===== config.mk =====
export PLATFORM = sky130hd
export DESIGN_NAME = request_queue_scheduler
export DESIGN_NICKNAME = d
export VERILOG_FILES = /design/src/design/rqs_pkg.sv /design/src/design/rqs_ram.sv /design/src/design/rqs_ctrl.sv /design/src/design/rqs_dp.sv /design/src/design/request_queue_scheduler.sv
export SDC_FILE = /design/constraint.sdc
export NUM_CORES = 1
export LEC_CHECK = 0
export ABC_AREA = 1
export BUFFER_PORTS_ARGS = -buffer_cell sky130_fd_sc_hd__clkbuf_2
export CORE_MARGIN = 3
export CORE_UTILIZATION = 25
export DETAILED_ROUTE_END_ITERATION = 16
export HOLD_SLACK_MARGIN = 0.02
export SLEW_MARGIN = 10
export SYNTH_ARGS = -nofsm -noshare
export SYNTH_HDL_FRONTEND = slang
export SYNTH_HIERARCHICAL = 1
export SYNTH_SLANG_ARGS = --single-unit

===== constraint.sdc =====
create_clock -name clk_i -period 4.6 [get_ports clk_i]
set_clock_uncertainty 0.05 [all_clocks]
set_input_delay 0.23 -clock clk_i [delete_from_list [all_inputs] [get_ports clk_i]]
set_output_delay 0.23 -clock clk_i [all_outputs]
set_load 0.1 [all_outputs]

===== src/design/rqs_pkg.sv =====
// Shared types, constants and codes for the request queue scheduler.
`default_nettype none
package rqs_pkg;

  localparam int DEPTH_DEF  = 16;
  localparam int HANDLE_W   = 16;
  localparam int SIZE_W     = 32;
  localparam int ENTRY_W    = HANDLE_W + SIZE_W;
  localparam int OCC_W      = 5;
  localparam int POLICY_W   = 2;
  localparam int STATUS_W   = 2;
  localparam int LFSR_W     = 16;
  localparam int LFSR_BIT_W = $clog2(LFSR_W);
  localparam logic [LFSR_W-1:0] LFSR_SEED = 16'hACE1;

  typedef enum logic {
    MODE_ENQ = 1'b0,
    MODE_DEQ = 1'b1
  } mode_e;

  typedef enum logic [POLICY_W-1:0] {
    POLICY_OLDEST   = 2'd0,
    POLICY_SMALLEST = 2'd1,
    POLICY_RANDOM   = 2'd2
  } policy_e;

  typedef enum logic [STATUS_W-1:0] {
    STATUS_DONE  = 2'd0,
    STATUS_FULL  = 2'd1,
    STATUS_EMPTY = 2'd2
  } status_e;

  typedef enum logic [2:0] {
    ST_IDLE,
    ST_DECODE,
    ST_SCAN,
    ST_MOD,
    ST_FETCH,
    ST_TAKE,
    ST_SHIFT,
    ST_FINISH
  } state_e;

  typedef struct packed {
    logic    load_in;
    logic    enq_write;
    logic    set_status;
    status_e status;
    logic    scan_start;
    logic    scan_step;
    logic    mod_start;
    logic    mod_step;
    logic    pick_zero;
    logic    fetch;
    logic    take;
    logic    shift;
    logic    count_dec;
    logic    out_load;
  } cmd_t;

  typedef struct packed {
    mode_e               mode;
    logic                full;
    logic                empty;
    logic [POLICY_W-1:0] policy;
    logic                scan_last;
    logic                mod_last;
    logic                no_move;
    logic                shift_last;
    logic                out_free;
  } sts_t;

endpackage
`default_nettype wire


===== src/design/rqs_ram.sv =====
// Generic single-write, single-read RAM with registered read data.
`default_nettype none
module rqs_ram #(
  parameter int WIDTH = 8,
  parameter int DEPTH = 16
) (
  input  wire logic                     clk_i,
  input  wire logic                     we_i,
  input  wire logic [$clog2(DEPTH)-1:0] waddr_i,
  input  wire logic [WIDTH-1:0]         wdata_i,
  input  wire logic [$clog2(DEPTH)-1:0] raddr_i,
  output logic      [WIDTH-1:0]         rdata_o
);

  logic [WIDTH-1:0] mem_q [DEPTH];
  logic [WIDTH-1:0] rdata_q;

  always_ff @(posedge clk_i) begin
    if (we_i) begin
      mem_q[waddr_i] <= wdata_i;
    end
    rdata_q <= mem_q[raddr_i];
  end

  assign rdata_o = rdata_q;

endmodule
`default_nettype wire


===== src/design/rqs_ctrl.sv =====
// Control state machine that sequences enqueue, selection, compaction and result.
`default_nettype none
module rqs_ctrl (
  input  wire logic          clk_i,
  input  wire logic          rst_ni,
  input  wire logic          in_valid_i,
  output logic               in_stall_o,
  input  wire rqs_pkg::sts_t sts_i,
  output rqs_pkg::cmd_t      cmd_o
);

  rqs_pkg::state_e state_q, state_d;

  always_ff @(posedge clk_i or negedge rst_ni) begin
    if (!rst_ni) begin
      state_q <= rqs_pkg::ST_IDLE;
    end else begin
      state_q <= state_d;
    end
  end

  always_comb begin
    state_d       = state_q;
    cmd_o         = '0;
    cmd_o.status  = rqs_pkg::STATUS_DONE;
    in_stall_o    = 1'b1;
    unique case (state_q)
      rqs_pkg::ST_IDLE: begin
        in_stall_o = 1'b0;
        if (in_valid_i) begin
          cmd_o.load_in = 1'b1;
          state_d       = rqs_pkg::ST_DECODE;
        end
      end
      rqs_pkg::ST_DECODE: begin
        if (sts_i.mode == rqs_pkg::MODE_ENQ) begin
          if (sts_i.full) begin
            cmd_o.set_status = 1'b1;
            cmd_o.status     = rqs_pkg::STATUS_FULL;
          end else begin
            cmd_o.enq_write = 1'b1;
          end
          state_d = rqs_pkg::ST_FINISH;
        end else if (sts_i.empty) begin
          cmd_o.set_status = 1'b1;
          cmd_o.status     = rqs_pkg::STATUS_EMPTY;
          state_d          = rqs_pkg::ST_FINISH;
        end else begin
          unique case (sts_i.policy)
            rqs_pkg::POLICY_SMALLEST: begin
              cmd_o.scan_start = 1'b1;
              state_d          = rqs_pkg::ST_SCAN;
            end
            rqs_pkg::POLICY_RANDOM: begin
              cmd_o.mod_start = 1'b1;
              state_d         = rqs_pkg::ST_MOD;
            end
            default: begin
              cmd_o.pick_zero = 1'b1;
              state_d         = rqs_pkg::ST_FETCH;
            end
          endcase
        end
      end
      rqs_pkg::ST_SCAN: begin
        cmd_o.scan_step = 1'b1;
        if (sts_i.scan_last) begin
          state_d = rqs_pkg::ST_FETCH;
        end
      end
      rqs_pkg::ST_MOD: begin
        cmd_o.mod_step = 1'b1;
        if (sts_i.mod_last) begin
          state_d = rqs_pkg::ST_FETCH;
        end
      end
      rqs_pkg::ST_FETCH: begin
        cmd_o.fetch = 1'b1;
        state_d     = rqs_pkg::ST_TAKE;
      end
      rqs_pkg::ST_TAKE: begin
        cmd_o.take = 1'b1;
        if (sts_i.no_move) begin
          cmd_o.count_dec = 1'b1;
          state_d         = rqs_pkg::ST_FINISH;
        end else begin
          state_d = rqs_pkg::ST_SHIFT;
        end
      end
      rqs_pkg::ST_SHIFT: begin
        cmd_o.shift = 1'b1;
        if (sts_i.shift_last) begin
          cmd_o.count_dec = 1'b1;
          state_d         = rqs_pkg::ST_FINISH;
        end
      end
      rqs_pkg::ST_FINISH: begin
        if (sts_i.out_free) begin
          cmd_o.out_load = 1'b1;
          state_d        = rqs_pkg::ST_IDLE;
        end
      end
      default: begin
        state_d = rqs_pkg::ST_IDLE;
      end
    endcase
  end

endmodule
`default_nettype wire


===== src/design/rqs_dp.sv =====
// Datapath: entry store, count, policy, LFSR, modulo unit, minimum scan and result register.
`default_nettype none
module rqs_dp #(
  parameter int DEPTH = rqs_pkg::DEPTH_DEF
) (
  input  wire logic                             clk_i,
  input  wire logic                             rst_ni,
  input  wire logic                             policy_we_i,
  input  wire logic [rqs_pkg::POLICY_W-1:0]     policy_i,
  input  wire logic                             mode_i,
  input  wire logic [rqs_pkg::HANDLE_W-1:0]     handle_i,
  input  wire logic [rqs_pkg::SIZE_W-1:0]       req_size_i,
  output logic                                  out_valid_o,
  input  wire logic                             out_stall_i,
  output logic [rqs_pkg::STATUS_W-1:0]          status_o,
  output logic [rqs_pkg::HANDLE_W-1:0]          out_handle_o,
  output logic [rqs_pkg::SIZE_W-1:0]            out_size_o,
  output logic [rqs_pkg::OCC_W-1:0]             occupancy_o,
  input  wire rqs_pkg::cmd_t                    cmd_i,
  output rqs_pkg::sts_t                         sts_o
);

  localparam int AW = $clog2(DEPTH);
  localparam int CW = $clog2(DEPTH + 1);
  localparam int XW = CW + 1;
  localparam int HW = rqs_pkg::HANDLE_W;
  localparam int SW = rqs_pkg::SIZE_W;
  localparam int EW = rqs_pkg::ENTRY_W;

  // Control registers.
  logic [CW-1:0]                count_q;
  logic [rqs_pkg::LFSR_W-1:0]   lfsr_q;
  logic [rqs_pkg::POLICY_W-1:0] policy_q;
  logic                         out_valid_q;

  // Working and payload registers.
  rqs_pkg::mode_e                mode_q;
  logic [HW-1:0]                 hdl_q;
  logic [SW-1:0]                 size_q;
  logic [CW-1:0]                 ridx_q;
  logic [AW-1:0]                 cidx_q;
  logic [AW-1:0]                 pick_q;
  logic [SW-1:0]                 best_q;
  logic [CW-1:0]                 rem_q;
  logic [rqs_pkg::LFSR_BIT_W-1:0] bit_q;
  rqs_pkg::status_e              res_status_q;
  logic [HW-1:0]                 res_handle_q;
  logic [SW-1:0]                 res_size_q;
  rqs_pkg::status_e              out_status_q;
  logic [HW-1:0]                 out_handle_q;
  logic [SW-1:0]                 out_size_q;
  logic [rqs_pkg::OCC_W-1:0]     out_occ_q;

  logic                         ram_we;
  logic [AW-1:0]                ram_waddr;
  logic [EW-1:0]                ram_wdata;
  logic [AW-1:0]                ram_raddr;
  logic [EW-1:0]                ram_rdata;
  logic [SW-1:0]                rd_size;
  logic [HW-1:0]                rd_handle;
  logic [CW-1:0]                ridx_dec;
  logic [XW-1:0]                cidx_p1;
  logic [XW-1:0]                cidx_p2;
  logic [XW-1:0]                count_x;
  logic [XW-1:0]                mod_trial;
  logic [CW-1:0]                rem_d;
  logic [rqs_pkg::LFSR_W-1:0]   lfsr_d;
  logic                         lfsr_fb;
  logic                         out_free;

  assign rd_size   = ram_rdata[SW-1:0];
  assign rd_handle = ram_rdata[EW-1:SW];
  assign ridx_dec  = ridx_q - CW'(1);
  assign cidx_p1   = XW'(cidx_q) + XW'(1);
  assign cidx_p2   = XW'(cidx_q) + XW'(2);
  assign count_x   = XW'(count_q);

  assign lfsr_fb = lfsr_q[0] ^ lfsr_q[2] ^ lfsr_q[3] ^ lfsr_q[5];
  assign lfsr_d  = {lfsr_fb, lfsr_q[rqs_pkg::LFSR_W-1:1]};

  assign mod_trial = {rem_q, lfsr_q[bit_q]};
  assign rem_d     = (mod_trial >= count_x) ? CW'(mod_trial - count_x) : CW'(mod_trial);

  assign out_free = !out_valid_q || !out_stall_i;

  always_comb begin
    ram_we    = 1'b0;
    ram_waddr = cidx_q;
    ram_wdata = ram_rdata;
    if (cmd_i.enq_write) begin
      ram_we    = 1'b1;
      ram_waddr = count_q[AW-1:0];
      ram_wdata = {hdl_q, size_q};
    end else if (cmd_i.shift) begin
      ram_we = 1'b1;
    end
  end

  always_comb begin
    ram_raddr = '0;
    if (cmd_i.scan_step) begin
      ram_raddr = ridx_q[AW-1:0];
    end else if (cmd_i.fetch) begin
      ram_raddr = pick_q;
    end else if (cmd_i.take) begin
      ram_raddr = cidx_p1[AW-1:0];
    end else if (cmd_i.shift) begin
      ram_raddr = cidx_p2[AW-1:0];
    end
  end

  rqs_ram #(
    .WIDTH(EW),
    .DEPTH(DEPTH)
  ) u_ram (
    .clk_i  (clk_i),
    .we_i   (ram_we),
    .waddr_i(ram_waddr),
    .wdata_i(ram_wdata),
    .raddr_i(ram_raddr),
    .rdata_o(ram_rdata)
  );

  always_ff @(posedge clk_i or negedge rst_ni) begin
    if (!rst_ni) begin
      count_q     <= '0;
      lfsr_q      <= rqs_pkg::LFSR_SEED;
      policy_q    <= rqs_pkg::POLICY_OLDEST;
      out_valid_q <= 1'b0;
    end else begin
      if (policy_we_i) begin
        policy_q <= policy_i;
      end
      if (cmd_i.enq_write) begin
        count_q <= count_q + CW'(1);
      end else if (cmd_i.count_dec) begin
        count_q <= count_q - CW'(1);
      end
      if (cmd_i.mod_start) begin
        lfsr_q <= lfsr_d;
      end
      if (cmd_i.out_load) begin
        out_valid_q <= 1'b1;
      end else if (!out_stall_i) begin
        out_valid_q <= 1'b0;
      end
    end
  end

  always_ff @(posedge clk_i) begin
    if (cmd_i.load_in) begin
      mode_q       <= rqs_pkg::mode_e'(mode_i);
      hdl_q        <= handle_i;
      size_q       <= req_size_i;
      res_status_q <= rqs_pkg::STATUS_DONE;
      res_handle_q <= '0;
      res_size_q   <= '0;
    end
    if (cmd_i.set_status) begin
      res_status_q <= cmd_i.status;
    end
    if (cmd_i.scan_start) begin
      ridx_q <= CW'(1);
    end else if (cmd_i.scan_step) begin
      ridx_q <= ridx_q + CW'(1);
      if (ridx_q == CW'(1) || rd_size < best_q) begin
        best_q <= rd_size;
        pick_q <= ridx_dec[AW-1:0];
      end
    end
    if (cmd_i.mod_start) begin
      rem_q <= '0;
      bit_q <= '1;
    end else if (cmd_i.mod_step) begin
      rem_q <= rem_d;
      bit_q <= bit_q - 1'b1;
      if (bit_q == '0) begin
        pick_q <= rem_d[AW-1:0];
      end
    end
    if (cmd_i.pick_zero) begin
      pick_q <= '0;
    end
    if (cmd_i.fetch) begin
      cidx_q <= pick_q;
    end else if (cmd_i.shift) begin
      cidx_q <= cidx_q + 1'b1;
    end
    if (cmd_i.take) begin
      res_handle_q <= rd_handle;
      res_size_q   <= rd_size;
    end
    if (cmd_i.out_load) begin
      out_status_q <= res_status_q;
      out_handle_q <= res_handle_q;
      out_size_q   <= res_size_q;
      out_occ_q    <= rqs_pkg::OCC_W'(count_q);
    end
  end

  always_comb begin
    sts_o            = '0;
    sts_o.mode       = mode_q;
    sts_o.full       = (count_q >= CW'(DEPTH));
    sts_o.empty      = (count_q == '0);
    sts_o.policy     = policy_q;
    sts_o.scan_last  = (ridx_q == count_q);
    sts_o.mod_last   = (bit_q == '0);
    sts_o.no_move    = (cidx_p1 >= count_x);
    sts_o.shift_last = (cidx_p2 >= count_x);
    sts_o.out_free   = out_free;
  end

  assign out_valid_o  = out_valid_q;
  assign status_o     = out_status_q;
  assign out_handle_o = out_handle_q;
  assign out_size_o   = out_size_q;
  assign occupancy_o  = out_occ_q;

endmodule
`default_nettype wire


===== src/design/request_queue_scheduler.sv =====
// Top level of the request queue scheduler: controller and datapath.
//
//   channel   direction  handshake                 payload
//   config    in         policy_we_i               policy_i
//   request   in         in_valid_i / in_stall_o   mode_i, handle_i, req_size_i
//   result    out        out_valid_o / out_stall_i status_o, out_handle_o, out_size_o,
//                                                  occupancy_o
//
// One beat is taken at a time. A dequeue moves the entries behind the removed one down
// one place, one per cycle through the single RAM write port.
// A smallest-first dequeue first scans the N queued entries, one RAM read each;
// a random dequeue first runs the bit-serial modulo of the LFSR value by N.
// The entry store is not cleared at reset; only the count, LFSR, policy and output valid flag are reset.
// A finished result waits in the output register while the next request beat is taken.
`default_nettype none
module request_queue_scheduler #(
  parameter int DEPTH = rqs_pkg::DEPTH_DEF
) (
  input  wire logic                         clk_i,
  input  wire logic                         rst_ni,
  input  wire logic                         policy_we_i,
  input  wire logic [rqs_pkg::POLICY_W-1:0] policy_i,
  input  wire logic                         in_valid_i,
  output logic                              in_stall_o,
  input  wire logic                         mode_i,
  input  wire logic [rqs_pkg::HANDLE_W-1:0] handle_i,
  input  wire logic [rqs_pkg::SIZE_W-1:0]   req_size_i,
  output logic                              out_valid_o,
  input  wire logic                         out_stall_i,
  output logic [rqs_pkg::STATUS_W-1:0]      status_o,
  output logic [rqs_pkg::HANDLE_W-1:0]      out_handle_o,
  output logic [rqs_pkg::SIZE_W-1:0]        out_size_o,
  output logic [rqs_pkg::OCC_W-1:0]         occupancy_o
);

  rqs_pkg::cmd_t cmd;
  rqs_pkg::sts_t sts;

  rqs_ctrl u_ctrl (
    .clk_i     (clk_i),
    .rst_ni    (rst_ni),
    .in_valid_i(in_valid_i),
    .in_stall_o(in_stall_o),
    .sts_i     (sts),
    .cmd_o     (cmd)
  );

  rqs_dp #(
    .DEPTH(DEPTH)
  ) u_dp (
    .clk_i       (clk_i),
    .rst_ni      (rst_ni),
    .policy_we_i (policy_we_i),
    .policy_i    (policy_i),
    .mode_i      (mode_i),
    .handle_i    (handle_i),
    .req_size_i  (req_size_i),
    .out_valid_o (out_valid_o),
    .out_stall_i (out_stall_i),
    .status_o    (status_o),
    .out_handle_o(out_handle_o),
    .out_size_o  (out_size_o),
    .occupancy_o (occupancy_o),
    .cmd_i       (cmd),
    .sts_o       (sts)
  );

endmodule
`default_nettype wire

==> out/results.txt <==
status: finished clean
DR top layer: met5
Wirelength per Cell: 17.1 µm
unrepaired setup endpoints after global routing: false
Num CTS Buffers: 110
WS Path Type: reg -> reg
NumNets Final: 4508
Worst-path clk slew: 0.06 ns
Adder-Cell Fraction of Synth Area: 0.0168
Post-synth top flop: edfxtp_1
Fmax: 261 MHz
Max H-tree Level: 3
Leak Pwr: 21.8 nW
vias in the first global route: 28411
pin count of the biggest net entering global routing: 193
post-synthesis compound-gate area fraction: 0.0147
PnR Total Power: 0.0391 W
Worst Setup Start Kind: flip-flop
HP Class: in -> async
die area: 185000 µm²
routed vias/inst: 4.29
layout cells sized above 1: 0.0913
Tcrit/Tclk final: 0.832
total gr overflow: 0
CTS tree: done
Pwr per Cell Area: 744 nW/µm²
first-pass GRT wire length: 176000 µm
met2 routed WL: 55400 µm
slew margin rel.: 0.122
maximum vdd drop: 1140 µV
routed via count: 29286
Syn Nets: 4353
Initial Utilization: 0.253
#FFs+latches synth: 1051
DR pass1 iterations: 5
post-DP HPWL: 62600 µm
cell with the most instances after synthesis: nand2_1
Die Span X: 430 µm
drt initial violations: 2552
cts hold-fix bufs: 56
Yosys top cell area share: 0.640
multiplexer area fraction after synthesis: 0.000501
ANT nets after route: 0
Worst EP arrival: 4.41 ns
Post-CTS Setup Bufs: 0
CTS root buffer: clkbuf_16
total placed cells including tap cells: 6565
Async SR Flop Fraction: 0.0257
syn avg cell area: 10.6 µm²
IO buf count: 112
maxcap violations: 0
Finish-stage setup viols: 0
# rows: 154
minimum clock period: 3.83 ns
overall global routing resource usage: 0.123
IO Count: 113
Mapped Area: 44900 µm²
largest cells by area after synthesis: edfxtp_1, nand2_1, nand3_1
final cell count without fillers: 6831
Post-Route WL: 117000 µm
XOR/XNOR Fraction of Synth Area: 0.00234
CTS sink count: 1051
simple-gate share of the synthesized area: 0.192
WL met1: 51400 µm
number of antenna violations at the first check in global routing: 4
met3 wire len: 7140 µm
Yosys warning count: 6
routability cong.: 0.794
setup_tns: 0 ns
Skew-Pair Late Insertion Delay: 0.70 ns
largest family of logic cells by synthesized area: simple AND/OR/NAND/NOR gates
clock buffer depth: 3
synthesized instance count: 4238
share of the yosys chip area belonging to registers: 0.685
post-CTS sizing: 0
area of the core: 177000 µm²
Crit Path Max Fanout: 142
Crit. End Element: flip-flop
Die Ht: 430 µm
Final Hold Fails: 0
Post-synth EDFFs: 958
count of different cell masters after synthesis: 51
Crit path required time: 5.18 ns
Least-Margin Pin Slew: 1.32 ns
drt drc: 0
commonest cells in the synthesized netlist: nand2_1, edfxtp_1, inv_1
max-slew violation total from the final report: 0
top cell type by total area after synthesis: edfxtp_1
Layout area overhead: 16.8%
critical path, cell delays in order, from the launching register on:
cell     delay (ns)
dfrtp_1        0.57
inv_4          0.12
nor3_1         0.66
nand2_1        0.27
a31oi_4        0.36
buf_4          0.42
buf_12         0.48
nand2_1        0.19
nand2_1        0.12
nand2_1        0.05
nand3_1        0.11
nand3_1        0.10
nand2_1        0.08
routing by layer:
| metal | global-route usage | vias to the layer above |
|---|---|---|
| met5 | 0 | - |
| met1 | 0.166 | 14109 |
| met4 | 0.0350 | 4 |
| met2 | 0.206 | 941 |
| met3 | 0.0191 | 198 |
| li1 | - | 14034 |
path summary, 6_finish.rpt:
kind                                                   start                             end  slack, ns  cells past startpoint
max reg2reg                    u_ctrl/state_q[2]$_DFFE_PN0P_  u_dp/u_ram/rdata_o[35]$_DFF_P_       0.77                     12
min in group clk_i                            req_size_i[25]       u_dp/size_q[25]$_DFFE_PP_       0.22                      2
max in group asynchronous                             rst_ni      u_dp/lfsr_q[1]$_DFFE_PN0P_       3.91                      2
max                            u_ctrl/state_q[2]$_DFFE_PN0P_  u_dp/u_ram/rdata_o[35]$_DFF_P_       0.77                     12
min reg2reg                u_dp/res_size_q[30]$_SDFFCE_PN0P_   u_dp/out_size_o[30]$_DFFE_PP_       0.37                      0
min                                                   rst_ni     u_dp/count_q[1]$_DFFE_PN0P_       0.12                      2
cell families (layout without fill, tap and decap cells):
group / after synthesis / in the layout
AOI/OAI and AO/OA: 116 / 116
xor gates and xnor gates: 12 / 12
buffers and inverters: 945 / 1197
muxes: 2 / 2
adders and majority gates: 59 / 59
and+or+nand+nor: 2053 / 2053
DFF: 1051 / 1051
other: 0 / 1
layout make-up:
cell class              instances  area (µm²)
inverters                     757        2880
clock buffers                 153        2990
clock inverters                56         493
multi-input cells            2242       10400
well taps                    2340        2930
repair buffers                231        2010
fillers                     18064      125000
flip-flops and latches       1051       30800
diodes                          1        2.50
through the flow:
stage	setup slack (ns)	instance area, µm²	hold WS [ns]	util
floorplan	0.264	44900	-0.116	-
global placement	0.999	48400	0.277	0.273
detailed placement	0.938	48400	0.294	0.273
CTS	0.915	52500	0.121	0.296
global route	0.537	52500	0.157	0.296
finish	0.774	52500	0.119	0.296
power by group:
| part | internal, W | switching, W | total, W |
|---|---|---|---|
| Combinational | 0.00449 | 0.0121 | 0.0166 |
| Clock | 0.00483 | 0.00369 | 0.00852 |
| Sequential | 0.0132 | 0.000771 | 0.0139 |
| Total | 0.0225 | 0.0166 | 0.0390 |
layout by cell type (no fill, tap or decap), drive strengths merged:
| master | synthesis | final |
|---|---|---|
| a41oi | 1 | 1 |
| or2 | 3 | 3 |
| clkinv | 3 | 53 |
| o211ai | 3 | 3 |
| nor2 | 66 | 66 |
| dfstp | 8 | 8 |
| a31oi | 1 | 1 |
| o22ai | 2 | 2 |
| ha | 57 | 57 |
| clkbuf | 47 | 265 |
| dlygate4sd3 | 0 | 56 |
| clkinvlp | 0 | 4 |
| inv | 753 | 750 |
| xor2 | 7 | 7 |
| mux2 | 2 | 2 |
| a21oi | 39 | 39 |
| o221ai | 1 | 1 |
| dfxtp | 66 | 66 |
| o21ai | 60 | 60 |
| nand2 | 1355 | 1355 |
| xnor2 | 5 | 5 |
| o2111ai | 2 | 2 |
| dfrtp | 19 | 19 |
| a311oi | 1 | 1 |
| edfxtp | 958 | 958 |
| nor4 | 3 | 3 |
| a21boi | 1 | 1 |
| nor3 | 10 | 10 |
| bufinv | 1 | 6 |
| buf | 141 | 63 |
| nand4 | 6 | 6 |
| nand3b | 3 | 3 |
| nand3 | 607 | 607 |
| o21bai | 5 | 5 |
| fa | 2 | 2 |
| diode | 0 | 1 |
state kept, by name, indices dropped and copies added (netlist names):
name / cells
u_dp/out_valid_o: 1
u_dp/ridx_q: 5
u_dp/occupancy_o: 5
u_dp/pick_q: 4
u_dp/res_size_q: 32
u_dp/res_handle_q: 16
u_dp/size_q: 32
u_ctrl/state_q: 3
u_dp/u_ram/rdata_o: 48
u_dp/best_q: 32
u_dp/cidx_q: 4
u_dp/mode_q: 1
u_dp/out_handle_o: 16
u_dp/policy_q: 2
u_dp/rem_q: 5
u_dp/out_size_o: 32
u_dp/status_o: 2
u_dp/count_q: 5
u_dp/hdl_q: 16
u_dp/lfsr_q: 16
u_dp/u_ram/mem_q: 768
u_dp/bit_q: 4
u_dp/res_status_q: 2
(Power assumes the default switching activity.)
